### src/sv/postfix_stack_evaluator_macros.svh
// ----------------------------------------------------------------------------
// postfix_stack_evaluator_macros.svh
// Assertion macros shared by the postfix stack evaluator RTL.
// ----------------------------------------------------------------------------
`ifndef POSTFIX_STACK_EVALUATOR_MACROS_SVH
`define POSTFIX_STACK_EVALUATOR_MACROS_SVH

// Same-cycle implication, disabled while reset is high
`define PSE_ASSERT_NOW(label, clk, rst, ante, cons, msg) \
   label: assert property (@(posedge clk) disable iff (rst) (ante) |-> (cons)) \
      else $error(msg);

// Next-cycle implication, disabled while reset is high
`define PSE_ASSERT_NEXT(label, clk, rst, ante, cons, msg) \
   label: assert property (@(posedge clk) disable iff (rst) (ante) |=> (cons)) \
      else $error(msg);

`endif

### src/sv/pse_pkg.sv
// ----------------------------------------------------------------------------
// pse_pkg
// Widths, token and status codes and the divider handshake types of the
// postfix stack evaluator.
// ----------------------------------------------------------------------------
`default_nettype none

package pse_pkg;

   localparam int DATA_W   = 32;
   localparam int MODE_W   = 3;
   localparam int DEPTH_W  = 5;
   localparam int STATUS_W = 2;
   localparam int STEP_W   = $clog2(DATA_W);

   // token kinds
   localparam logic [MODE_W-1:0] MODE_PUSH = 3'd0;
   localparam logic [MODE_W-1:0] MODE_ADD  = 3'd1;
   localparam logic [MODE_W-1:0] MODE_SUB  = 3'd2;
   localparam logic [MODE_W-1:0] MODE_MUL  = 3'd3;
   localparam logic [MODE_W-1:0] MODE_DIV  = 3'd4;

   // result status
   localparam logic [STATUS_W-1:0] STATUS_OK    = 2'd0;
   localparam logic [STATUS_W-1:0] STATUS_UNDER = 2'd1;
   localparam logic [STATUS_W-1:0] STATUS_OVER  = 2'd2;
   localparam logic [STATUS_W-1:0] STATUS_DIV0  = 2'd3;

   // last step of the bit-serial divider
   localparam logic [STEP_W-1:0] DIV_LAST_STEP = STEP_W'(DATA_W - 1);

   typedef struct packed {
      logic              start;
      logic [DATA_W-1:0] dividend;
      logic [DATA_W-1:0] divisor;
   } pse_div_req_type;

   typedef struct packed {
      logic              busy;
      logic              done;
      logic [DATA_W-1:0] quotient;
   } pse_div_rsp_type;

endpackage

`default_nettype wire

### src/sv/pse_divider.sv
// ----------------------------------------------------------------------------
// pse_divider
// Signed 32-bit divider, truncating toward zero. Restoring, one quotient bit
// per cycle on magnitudes, then a final step applies the sign.
// ----------------------------------------------------------------------------
`default_nettype none

module pse_divider (
   input  wire logic                     clock,
   input  wire logic                     reset,
   input  wire pse_pkg::pse_div_req_type div_req,
   output pse_pkg::pse_div_rsp_type      div_rsp
);
   import pse_pkg::*;

   logic              busy_ff, busy_in;
   logic              fix_ff, fix_in;
   logic              done_ff, done_in;
   logic [STEP_W-1:0] step_ff, step_in;
   logic [DATA_W-1:0] rem_ff, rem_in;
   logic [DATA_W-1:0] quo_ff, quo_in;
   logic [DATA_W-1:0] mag_d_ff, mag_d_in;
   logic              neg_ff, neg_in;
   logic [DATA_W-1:0] result_ff, result_in;

   logic [DATA_W-1:0] shifted;
   logic [DATA_W:0]   trial;

   // one restoring step: shift in the next dividend bit, try the subtraction
   assign shifted = {rem_ff[DATA_W-2:0], quo_ff[DATA_W-1]};
   assign trial   = {1'b0, shifted} - {1'b0, mag_d_ff};

   always_comb begin
      busy_in   = busy_ff;
      fix_in    = 1'b0;
      done_in   = 1'b0;
      step_in   = step_ff;
      rem_in    = rem_ff;
      quo_in    = quo_ff;
      mag_d_in  = mag_d_ff;
      neg_in    = neg_ff;
      result_in = result_ff;

      priority if (div_req.start) begin
         // load magnitudes and the sign of the quotient
         busy_in  = 1'b1;
         step_in  = '0;
         rem_in   = '0;
         quo_in   = div_req.dividend[DATA_W-1] ? (DATA_W'(0) - div_req.dividend)
                                                : div_req.dividend;
         mag_d_in = div_req.divisor[DATA_W-1] ? (DATA_W'(0) - div_req.divisor)
                                              : div_req.divisor;
         neg_in   = div_req.dividend[DATA_W-1] ^ div_req.divisor[DATA_W-1];
      end else if (busy_ff) begin
         // advance one quotient bit
         if (!trial[DATA_W]) begin
            rem_in = trial[DATA_W-1:0];
            quo_in = {quo_ff[DATA_W-2:0], 1'b1};
         end else begin
            rem_in = shifted;
            quo_in = {quo_ff[DATA_W-2:0], 1'b0};
         end
         step_in = step_ff + STEP_W'(1);
         if (step_ff == DIV_LAST_STEP) begin
            busy_in = 1'b0;
            fix_in  = 1'b1;
         end
      end else if (fix_ff) begin
         // apply the sign
         result_in = neg_ff ? (DATA_W'(0) - quo_ff) : quo_ff;
         done_in   = 1'b1;
      end else begin
         // idle: hold the datapath registers
      end
   end

   // control state
   always_ff @(posedge clock) begin
      if (reset) begin
         busy_ff <= 1'b0;
         fix_ff  <= 1'b0;
         done_ff <= 1'b0;
      end else begin
         busy_ff <= busy_in;
         fix_ff  <= fix_in;
         done_ff <= done_in;
      end
   end

   // datapath
   always_ff @(posedge clock) begin
      step_ff   <= step_in;
      rem_ff    <= rem_in;
      quo_ff    <= quo_in;
      mag_d_ff  <= mag_d_in;
      neg_ff    <= neg_in;
      result_ff <= result_in;
   end

   assign div_rsp.busy     = busy_ff | fix_ff;
   assign div_rsp.done     = done_ff;
   assign div_rsp.quotient = result_ff;

endmodule

`default_nettype wire

### src/sv/postfix_stack_evaluator.sv
// ----------------------------------------------------------------------------
// postfix_stack_evaluator
// Reverse Polish evaluator on a bounded stack of signed 32-bit integers.
//
//   channel  direction  handshake             payload
//   req      in         req_valid/req_stall   req_mode, req_operand_value
//   rsp      out        rsp_valid/rsp_stall   rsp_top_value, rsp_stack_depth,
//                                             rsp_status
//
// Push, add, subtract, multiply, unused and flagged tokens pass from transfer
// through the execute and commit states; a divide that reaches the divider
// also waits in ST_DIVW for the one-bit-per-cycle divider.
// The top of stack lives in a register; the entries below it sit in a
// synchronous RAM read once per operator. Reset clears the depth; the RAM is
// not cleared. A new token is taken while the last result waits on
// rsp_stall; the following result is then held until the output is free.
// ----------------------------------------------------------------------------
`default_nettype none
`include "postfix_stack_evaluator_macros.svh"

module postfix_stack_evaluator #(
   parameter int STACK_DEPTH = 16
) (
   input  wire logic                             clock,
   input  wire logic                             reset,
   input  wire logic                             req_valid,
   output logic                                  req_stall,
   input  wire logic [pse_pkg::MODE_W-1:0]       req_mode,
   input  wire logic signed [pse_pkg::DATA_W-1:0] req_operand_value,
   output logic                                  rsp_valid,
   input  wire logic                             rsp_stall,
   output logic signed [pse_pkg::DATA_W-1:0]     rsp_top_value,
   output logic [pse_pkg::DEPTH_W-1:0]           rsp_stack_depth,
   output logic [pse_pkg::STATUS_W-1:0]          rsp_status
);
   import pse_pkg::*;

   localparam int AW = (STACK_DEPTH > 1) ? $clog2(STACK_DEPTH) : 1;
   localparam int PW = $clog2(STACK_DEPTH + 1);

   // sequencer states
   localparam logic [1:0] ST_IDLE   = 2'd0;
   localparam logic [1:0] ST_EXEC   = 2'd1;
   localparam logic [1:0] ST_DIVW   = 2'd2;
   localparam logic [1:0] ST_COMMIT = 2'd3;

   logic [1:0]          state_ff, state_in;
   logic [MODE_W-1:0]   mode_ff, mode_in;
   logic [DATA_W-1:0]   value_ff, value_in;
   logic [DATA_W-1:0]   top_ff, top_in;
   logic [PW-1:0]       sp_ff, sp_in;
   logic [DATA_W-1:0]   res_top_ff, res_top_in;
   logic [PW-1:0]       res_sp_ff, res_sp_in;
   logic [STATUS_W-1:0] res_status_ff, res_status_in;
   logic                res_push_ff, res_push_in;
   logic                rsp_valid_ff, rsp_valid_in;
   logic [DATA_W-1:0]   rsp_top_ff, rsp_top_in;
   logic [DEPTH_W-1:0]  rsp_depth_ff, rsp_depth_in;
   logic [STATUS_W-1:0] rsp_status_ff, rsp_status_in;

   logic [DATA_W-1:0]   stack_mem [STACK_DEPTH];
   logic [DATA_W-1:0]   rd_data_ff;
   logic [AW-1:0]       rd_idx;
   logic [AW-1:0]       wr_idx;
   logic                wr_en;

   logic                req_xfer;
   logic                out_free;
   logic                two_held;
   logic                full;

   pse_div_req_type     div_req;
   pse_div_rsp_type     div_rsp;

   assign req_xfer = req_valid && !req_stall;
   assign out_free = !rsp_valid_ff || !rsp_stall;
   assign two_held = sp_ff >= PW'(2);
   assign full     = sp_ff >= PW'(STACK_DEPTH);

   // next-over-top sits just below the top register
   assign rd_idx = AW'(sp_ff - PW'(2));
   // on a push the old top drops into the RAM
   assign wr_idx = AW'(sp_ff - PW'(1));
   assign wr_en  = (state_ff == ST_COMMIT) && out_free && res_push_ff && (sp_ff != '0);

   // stack RAM: one registered read port, one write port
   always_ff @(posedge clock) begin
      rd_data_ff <= stack_mem[rd_idx];
      if (wr_en) begin
         stack_mem[wr_idx] <= top_ff;
      end
   end

   pse_divider u_divider (
      .clock   (clock),
      .reset   (reset),
      .div_req (div_req),
      .div_rsp (div_rsp)
   );

   always_comb begin
      div_req.start    = (state_ff == ST_EXEC) && (mode_ff == MODE_DIV) && two_held
                         && (top_ff != '0);
      div_req.dividend = rd_data_ff;
      div_req.divisor  = top_ff;
   end

   // sequencer
   always_comb begin
      state_in      = state_ff;
      mode_in       = mode_ff;
      value_in      = value_ff;
      top_in        = top_ff;
      sp_in         = sp_ff;
      res_top_in    = res_top_ff;
      res_sp_in     = res_sp_ff;
      res_status_in = res_status_ff;
      res_push_in   = res_push_ff;
      rsp_valid_in  = rsp_valid_ff && rsp_stall;
      rsp_top_in    = rsp_top_ff;
      rsp_depth_in  = rsp_depth_ff;
      rsp_status_in = rsp_status_ff;

      unique case (state_ff)
         ST_IDLE: begin
            // capture the token; the RAM read of next-over-top starts now
            if (req_xfer) begin
               mode_in  = req_mode;
               value_in = req_operand_value;
               state_in = ST_EXEC;
            end
         end
         ST_EXEC: begin
            // default: stack unchanged
            res_top_in    = top_ff;
            res_sp_in     = sp_ff;
            res_status_in = STATUS_OK;
            res_push_in   = 1'b0;
            state_in      = ST_COMMIT;
            unique case (mode_ff)
               MODE_PUSH: begin
                  if (full) begin
                     res_status_in = STATUS_OVER;
                  end else begin
                     res_top_in  = value_ff;
                     res_sp_in   = sp_ff + PW'(1);
                     res_push_in = 1'b1;
                  end
               end
               MODE_ADD, MODE_SUB, MODE_MUL, MODE_DIV: begin
                  priority if (!two_held) begin
                     res_status_in = STATUS_UNDER;
                  end else if (mode_ff == MODE_ADD) begin
                     res_top_in = rd_data_ff + top_ff;
                     res_sp_in  = sp_ff - PW'(1);
                  end else if (mode_ff == MODE_SUB) begin
                     res_top_in = rd_data_ff - top_ff;
                     res_sp_in  = sp_ff - PW'(1);
                  end else if (mode_ff == MODE_MUL) begin
                     res_top_in = DATA_W'(rd_data_ff * top_ff);
                     res_sp_in  = sp_ff - PW'(1);
                  end else if (top_ff == '0) begin
                     res_status_in = STATUS_DIV0;
                  end else begin
                     res_sp_in = sp_ff - PW'(1);
                     state_in  = ST_DIVW;
                  end
               end
               default: begin
                  // unused token: no operation
               end
            endcase
         end
         ST_DIVW: begin
            // hold until the quotient is ready
            if (div_rsp.done) begin
               res_top_in = div_rsp.quotient;
               state_in   = ST_COMMIT;
            end
         end
         ST_COMMIT: begin
            // update the stack and present the result once the output is free
            if (out_free) begin
               top_in        = res_top_ff;
               sp_in         = res_sp_ff;
               rsp_valid_in  = 1'b1;
               rsp_top_in    = (res_sp_ff != '0) ? res_top_ff : '0;
               rsp_depth_in  = DEPTH_W'(res_sp_ff);
               rsp_status_in = res_status_ff;
               state_in      = ST_IDLE;
            end
         end
         default: begin
            state_in = ST_IDLE;
         end
      endcase
   end

   // control state
   always_ff @(posedge clock) begin
      if (reset) begin
         state_ff     <= ST_IDLE;
         sp_ff        <= '0;
         rsp_valid_ff <= 1'b0;
      end else begin
         state_ff     <= state_in;
         sp_ff        <= sp_in;
         rsp_valid_ff <= rsp_valid_in;
      end
   end

   // payload
   always_ff @(posedge clock) begin
      mode_ff       <= mode_in;
      value_ff      <= value_in;
      top_ff        <= top_in;
      res_top_ff    <= res_top_in;
      res_sp_ff     <= res_sp_in;
      res_status_ff <= res_status_in;
      res_push_ff   <= res_push_in;
      rsp_top_ff    <= rsp_top_in;
      rsp_depth_ff  <= rsp_depth_in;
      rsp_status_ff <= rsp_status_in;
   end

   assign req_stall       = (state_ff != ST_IDLE);
   assign rsp_valid       = rsp_valid_ff;
   assign rsp_top_value   = rsp_top_ff;
   assign rsp_stack_depth = rsp_depth_ff;
   assign rsp_status      = rsp_status_ff;

   // checks
   `PSE_ASSERT_NOW(a_depth_bound, clock, reset, 1'b1, sp_ff <= PW'(STACK_DEPTH), "stack depth beyond capacity")
   `PSE_ASSERT_NOW(a_sp_moves_on_commit, clock, reset, sp_ff != $past(sp_ff), $past(state_ff) == ST_COMMIT, "depth changed outside commit")
   `PSE_ASSERT_NOW(a_div_done_in_wait, clock, reset, div_rsp.done, state_ff == ST_DIVW, "quotient arrived with no division waiting")
   `PSE_ASSERT_NOW(a_div_busy_in_wait, clock, reset, div_rsp.busy, state_ff == ST_DIVW, "divider running outside wait")
   `PSE_ASSERT_NEXT(a_commit_shows_result, clock, reset, (state_ff == ST_COMMIT) && out_free, rsp_valid_ff && (state_ff == ST_IDLE), "commit did not present a result")

endmodule

`default_nettype wire
### config.mk
export PLATFORM = sky130hd
export DESIGN_NAME = postfix_stack_evaluator
export DESIGN_NICKNAME = d
export VERILOG_FILES = /design/src/sv/pse_pkg.sv /design/src/sv/pse_divider.sv /design/src/sv/postfix_stack_evaluator.sv
export VERILOG_INCLUDE_DIRS = /design/src /design/src/sv
export SDC_FILE = /design/constraint.sdc
export NUM_CORES = 2
export LEC_CHECK = 0
export ABC_AREA = 1
export BUFFER_PORTS_ARGS = -buffer_cell sky130_fd_sc_hd__clkbuf_2
export CAP_MARGIN = 10
export CELL_PAD_IN_SITES_DETAIL_PLACEMENT = 2
export CELL_PAD_IN_SITES_GLOBAL_PLACEMENT = 2
export CORE_MARGIN = 2
export CORE_UTILIZATION = 40
export DETAILED_ROUTE_END_ITERATION = 10
export GPL_TIMING_DRIVEN = 1
export PLACE_DENSITY = 0.79
export RECOVER_POWER = 50
export SETUP_SLACK_MARGIN = 0.5
export SYNTH_ARGS = -nofsm -noshare
export SYNTH_HDL_FRONTEND = slang
export SYNTH_SLANG_ARGS = --single-unit
### constraint.sdc
create_clock -name clock -period 10.2 [get_ports clock]
set_input_delay 2.04 -clock clock [delete_from_list [all_inputs] [get_ports clock]]
set_output_delay 2.04 -clock clock [all_outputs]
set_load 0.01 [all_outputs]
* Yosys cells after proc, flatten, opt, wreduce, memory -nomap -nowiden
Memories as Yosys holds them, arrays and structs flattened. A register that Yosys moved wholly into a read port is not among the register bits.
Cells that the tools add are included.
** Storage, ports and cells
- Flip-flop bits (word level) :: 290
- RAM bits :: 512
- Bits of input ports :: 39
- Output and inout bits :: 41
- Word-level logic and storage cells :: 129
- Memories kept :: 1
** Memory list
- stack_mem :: depth 16, bits a word 32, read ports 1, clocked after Yosys merged registers in 1, write ports 1, RTL line postfix_stack_evaluator.sv:61 : logic [DATA_W-1:0] stack_mem [STACK_DEPTH];
** Operators by class
- Add/subtract/negate cells :: 10
- $mul :: 1
- $lt $le $gt $ge :: 2
- Eq/ne operators :: 11
- Multiplexer cells :: 49
- Bitwise operators :: 3
- Reductions and logical operators :: 29
** Operators with widths (number)
- 2-to-1 mux 32 bit :: 10
- case mux 32 bit (2 select lines) :: 2
- subtractor 1 x 32 -> 32 bit, first input constant :: 3
- 2-to-1 mux 31 bit :: 2
- subtractor 32 x 32 -> 33 bit :: 1
- adder 32 bit :: 1
- zero test 32 bit :: 1
- multiplier 32 x 32 -> 32 bit :: 1
- nonzero test 32 bit :: 1
- subtractor 32 bit :: 1
- 2-to-1 mux 5 bit :: 6
- 2-to-1 mux 2 bit :: 9
- 2-to-1 mux 1 bit :: 17
- adder 5 x 1 -> 5 bit, second input constant :: 2
- case mux 5 bit (2 select lines) :: 1
- nonzero test 5 bit :: 2
- logical AND 1 bit :: 8
- case mux 2 bit (4 select lines) :: 1
- equality test 3 x 2 -> 1 bit, second input constant :: 2
- AND reduction 2 bit :: 3
- AND reduction 3 bit :: 2
- nonzero test 2 bit :: 3
- OR reduction 3 bit :: 2
- equality test 5 bit, second input constant :: 1
- 18 further kinds :: 23

* Depth between registers and ports, before layout
- Word-level depth :: 8
- Gate-level depth with buffers :: 39

* Cells and area by module
Synthesis repeated with hierarchy kept, for this count alone.
** Second synthesis, totals
- Cells, all modules :: 6643
- Area, all modules :: 58810.2 µm²
** By module, submodules not included
- postfix_stack_evaluator :: times used 1, cells each 5169, area an instance 48714.2 µm², sequential area each 20559.7 µm²
- pse_divider :: times used 1, cells each 1474, area an instance 10095.9 µm², sequential area each 3693.5 µm²

* Least setup slack after synthesis
Ideal clock, no wire load.
- Path type :: input -> register
- Start point :: in rsp_stall
- End point :: mem stack_mem[0][0], enable pin
- Setup time :: 421 ps
- Arrival time :: 7332 ps
- Required time :: 9779 ps
- Setup slack :: 2447 ps
- Stages on the path :: 7
- Cells stage by stage :: nand2_1 inv_1 nor2_1 nand2_1 a31oi_1 nand2_1 nor2_1
** On the way
- Longest elaborated chain between the ends :: 7
** Ends and longest elaborated chain
- start, declared :: RTL line postfix_stack_evaluator.sv:31 : input wire logic rsp_stall,
- zero test 1 bit :: RTL line postfix_stack_evaluator.sv:76 : assign out_free = !rsp_valid_ff || !rsp_stall;
- logical OR 1 bit :: RTL line postfix_stack_evaluator.sv:76
- logical AND 1 bit (3 in series) :: RTL line postfix_stack_evaluator.sv:84 : assign wr_en = (state_ff == ST_COMMIT) && out_free && res_push_ff && (sp_ff != '0);
- 2-to-1 mux 1 bit :: RTL line postfix_stack_evaluator.sv:89 : if (wr_en) begin
- 2-to-1 mux 1 bit (implied by the code) :: RTL line postfix_stack_evaluator.sv:90 : stack_mem[wr_idx] <= top_ff;
- end, declared :: RTL line postfix_stack_evaluator.sv:61
Every way passes these cells.

* Worst setup path in the final report
- Start point :: reg top_ff[16]
- End point :: reg res_top_ff[25], data pin
** On the way
- Longest elaborated chain between the ends :: 7
** Ends and longest elaborated chain
- start, declared :: RTL line postfix_stack_evaluator.sv:50 : logic [DATA_W-1:0] top_ff, top_in;
- start signal, assigned :: RTL line postfix_stack_evaluator.sv:216 : top_ff <= top_in;
- multiplier 32 x 32 -> 32 bit :: RTL line postfix_stack_evaluator.sv:160 : res_top_in = DATA_W'(rd_data_ff * top_ff);
- 2-to-1 mux 32 bit :: RTL line postfix_stack_evaluator.sv:159 : end else if (mode_ff == MODE_MUL) begin
- 2-to-1 mux 32 bit :: RTL line postfix_stack_evaluator.sv:156 : end else if (mode_ff == MODE_SUB) begin
- 2-to-1 mux 32 bit * :: RTL line postfix_stack_evaluator.sv:153 : end else if (mode_ff == MODE_ADD) begin
- 2-to-1 mux 32 bit * :: RTL line postfix_stack_evaluator.sv:151 : priority if (!two_held) begin
- case mux 32 bit (2 select lines) * :: RTL line postfix_stack_evaluator.sv:140 : unique case (mode_ff)
- case mux 32 bit (2 select lines) * :: RTL line postfix_stack_evaluator.sv:124 : unique case (state_ff)
- via res_top_in[25] :: RTL line postfix_stack_evaluator.sv:52 : logic [DATA_W-1:0] res_top_ff, res_top_in;
- end signal, assigned :: RTL line postfix_stack_evaluator.sv:217 : res_top_ff <= res_top_in;
- end, declared :: RTL line postfix_stack_evaluator.sv:52
The timed path passes the listed nets; every way through them passes the cells marked *.
A chain may end at the register's enable or synchronous reset.

==> metrics.md <==
| Metric | Value |
|---|---|
| Routed Antenna Nets | `0` |
| Initial core utilization | `about two fifths` |
| Number of synthesized flops with an enable pin | `around 760` |
| Worst-path clk slew | `approximately 0.060 ns` |
| Slowest CP cell | `clkbuf_1` |
| Clock Path Buffers | `3` |
| Max-slew violation count | `roughly 530` |
| CTS root buffer | `clkbuf_16` |
| Top cell by count, worst path | `fa_1` |
| Die Width | `381 um` |
| # H-tree levels | `3` |
| Hold Path Depth | `0` |
| Die Area | `146000 um2` |
| Core Area | `approximately 140000 um2` |
| Register-to-Register Path Depth | `27` |
| Port bufs | `79` |
| Met1 GRT Util | `a little over two fifths` |
| Buf+Inv Stages, Crit Path | `4` |
| Cells after Synth | `between 6000 and 7000` |
| Max-Cap Viols | `17` |
| Gp weighted congestion | `~0.97` |
| Syn Area/Cell | `about 9.2 um2` |
| PostCTS Resize Cnt | `0` |
| Post-synth cell types | `64` |
| First-pass GRT wire length | `377 mm` |
| Fraction of registers with async set/reset | `0%` |
| Crit. End Element | `flop` |
| Fill cells | `15300` |
| Vias in the first global route | `between 50000 and 60000` |
| DR vias | `a little under 50000` |
| Routed len/inst | `between 30 and 40 um` |
| Final Cycle Share | `92.1%` |
| Status | `finished with violations` |
| Worst-Skew Late Latency | `roughly 0.77 ns` |
| DRC viols | `0` |
| First-pass DRT Iterations | `6` |
| Worst setup SP type | `flop` |
| Share of cells above drive strength 1 | `under 10%` |
| Antenna violations before repair | `16` |
| Synth Register Bits | `834` |
| Met3 Use GR | `around 6.4%` |
| Final count of negative-setup-slack endpoints | `0` |
| RSZ-0062 raised after global routing | `no` |
| Setup bufs post-CTS | `0` |
| Mapped Nets | `around 6900` |
| Tightest Pin Transition | `around 2.8 ns` |
| Crit-path max cell delay | `1.18 ns` |
| CP top delay family | `adder cells` |
| Max Fclk | `roughly 0.11 GHz` |
| Post-Syn Area | `about 57000 um2` |
| Layout Nets | `between 6000 and 7000` |
| Grt peak-use layer | `met2` |
| Num CTS Buffers | `94` |
| Hold Path Class | `flop to flop` |
| Final Skew | `about 0.089 ns` |
| Hold-fix buffers, CTS | `0` |
| First DRT Iteration DRCs | `between 4000 and 5000` |
| Total GRT Usage | `35.3%` |
| Crit path kind | `flop to flop` |
| Final HPWL DP | `between 150 and 200 mm` |
| Setup TNS | `0 ns` |
| Failing checks | `max-capacitance violations, max-slew violations` |
| Routing usage on met2 | `roughly three fifths` |
| Most used DFF post-synth | `edfxtp_1` |
| IO Pins | `80` |
| Gr ovfl total | `0` |
| Synth-to-Final Area Change | `9.92%` |
| Die Ht | `between 300 and 400 um` |
| Num rows | `about 140` |
| Tmin final | `9.39 ns` |
| Final Hold Viols | `0` |
| Data arrival, critical path | `just under 10 ns` |
| Drt via density | `about 6` |
| Slew HR | `-86.1%` |
| # clock sinks | `834` |
| CP Max Fanout | `25` |
| Register area share after synthesis | `42.5%` |
| CP Data Required Time | `roughly 11 ns` |
| Largest net degree at the start of global routing | `between 80 and 90` |
| CP Depth | `27` |
| CTS tree | `built` |
| Ys Warns | `0` |
| Final wirelength | `approximately 260 mm` |
## worst reg2reg max path: stages (launching register included)
cell and delay, ns:
edfxtp_1 0.64, clkbuf_1 1.18, nand2_1 0.23, inv_1 0.17
fa_1 0.47, fa_1 0.53, inv_1 0.07, fa_1 0.49
inv_1 0.06, fa_1 0.41, fa_1 0.49, fa_1 0.61
fa_1 0.44, fa_1 0.52, ha_1 0.44, nand2_1 0.17
nor3_1 0.34, nand2_1 0.09, o211ai_1 0.29, a21oi_1 0.10
o21ai_0 0.26, o211ai_1 0.18, o21ai_0 0.12, nand2_1 0.12
nand2_1 0.11, a21boi_0 0.12, o21bai_1 0.32, nand2_1 0.13
## cell usage after synthesis (14+ instances only)
cell type	n	area share (%)
nor3_1	49	0.43
a221oi_1	22	0.34
clkbuf_1	265	1.7
a21oi_1	233	2.0
buf_2	14	0.12
xnor2_1	38	0.58
o221ai_1	97	1.5
nand3_1	161	1.4
dfxtp_1	79	2.8
o211ai_1	65	0.86
buf_1	47	0.31
nand2_1	1238	8.2
o22ai_1	46	0.50
o21bai_1	19	0.25
inv_1	1067	7.0
nor4_1	18	0.20
or2_2	17	0.19
o21ai_0	513	4.5
xor2_1	127	2.0
a22oi_1	14	0.18
edfxtp_1	755	40
nor2_1	504	3.3
fa_1	411	14
nand4_1	24	0.26
ha_1	237	5.2
## metrics by stage
step,hold slack (ns),util (%),worst slack [ns],std cells,area [um2]
2_1_floorplan,0.400,-,2.45,6203,57000
3_3_place_gp,0.446,42.2,1.59,7974,59700
3_5_place_dp,0.447,42.2,1.49,7975,59700
4_1_cts,0.471,44.4,1.35,8151,62800
5_1_grt,0.483,44.3,0.572,8151,62600
6_report,0.469,44.3,0.807,8155,62700
## cell usage in the layout (no fill, tap or decap), types with 94 or more instances in the layout
cell type,instances
o221ai_1,97
nand3_1,161
buf_4,110
clkbuf_16,94
nand2_1,1238
xor2_1,127
fa_1,411
a21oi_1,233
inv_1,1065
o21ai_0,513
edfxtp_1,755
ha_1,236
nor2_1,484
## routing by layer
metal / share of wire [%] / up-vias
met5: 0.068 / -
met4: 6.3 / 22
met3: 7.6 / 793
met2: 48 / 2273
met1: 38 / 25300
li1: - / 20100
## cell type report
class / instances / area [um2] / area share, %
inverters: 1080 / 4060 / 6.48
flip-flops and latches: 834 / 24300 / 38.7
repair buffers: 216 / 1320 / 2.11
clock buffers: 117 / 2470 / 3.94
well taps: 1890 / 2360 / 3.77
clock inverters: 59 / 646 / 1.03
multi-input cells: 3955 / 27500 / 43.9
diodes: 4 / 10.0 / 0.0160
## kinds of logic after synthesis
| logic type | count (synthesis) | share of synthesized area (%) |
|---|---|---|
| AOI/OAI and AO/OA | 1095 | 11.4 |
| xor gates and xnor gates | 165 | 2.54 |
| adders and majority gates | 648 | 19.6 |
| buffers and inverters | 1414 | 9.42 |
| DFF | 834 | 42.5 |
| muxes | 1 | 0.0176 |
| and+or+nand+nor | 2046 | 14.5 |
## state kept, by name, summed over array words and instances, names as in the netlist, 2 cells and up
| signal | flops |
|---|---|
| stack_mem | 512 |
| rd_data_ff | 32 |
| res_top_ff | 32 |
| rsp_top_value | 32 |
| top_ff | 32 |
| u_divider.mag_d_ff | 32 |
| u_divider.quo_ff | 32 |
| u_divider.result_ff | 32 |
| value_ff | 32 |
| u_divider.rem_ff | 31 |
| res_sp_ff | 5 |
| rsp_stack_depth | 5 |
| sp_ff | 5 |
| u_divider.step_ff | 5 |
| mode_ff | 3 |
| res_status_ff | 2 |
| rsp_status | 2 |
| state_ff | 2 |
## final timing paths
path	start	end	slack [ns]
max reg2reg	top_ff[16]	res_top_ff[25]	0.81
max	top_ff[16]	res_top_ff[25]	0.81
min	res_status_ff[1]	rsp_status[1]	0.47
min reg2reg	res_status_ff[1]	rsp_status[1]	0.47
Power is left out: the tool's default activity adds up to more than one toggle a clock period on the data nets, which glitch-free logic cannot reach.
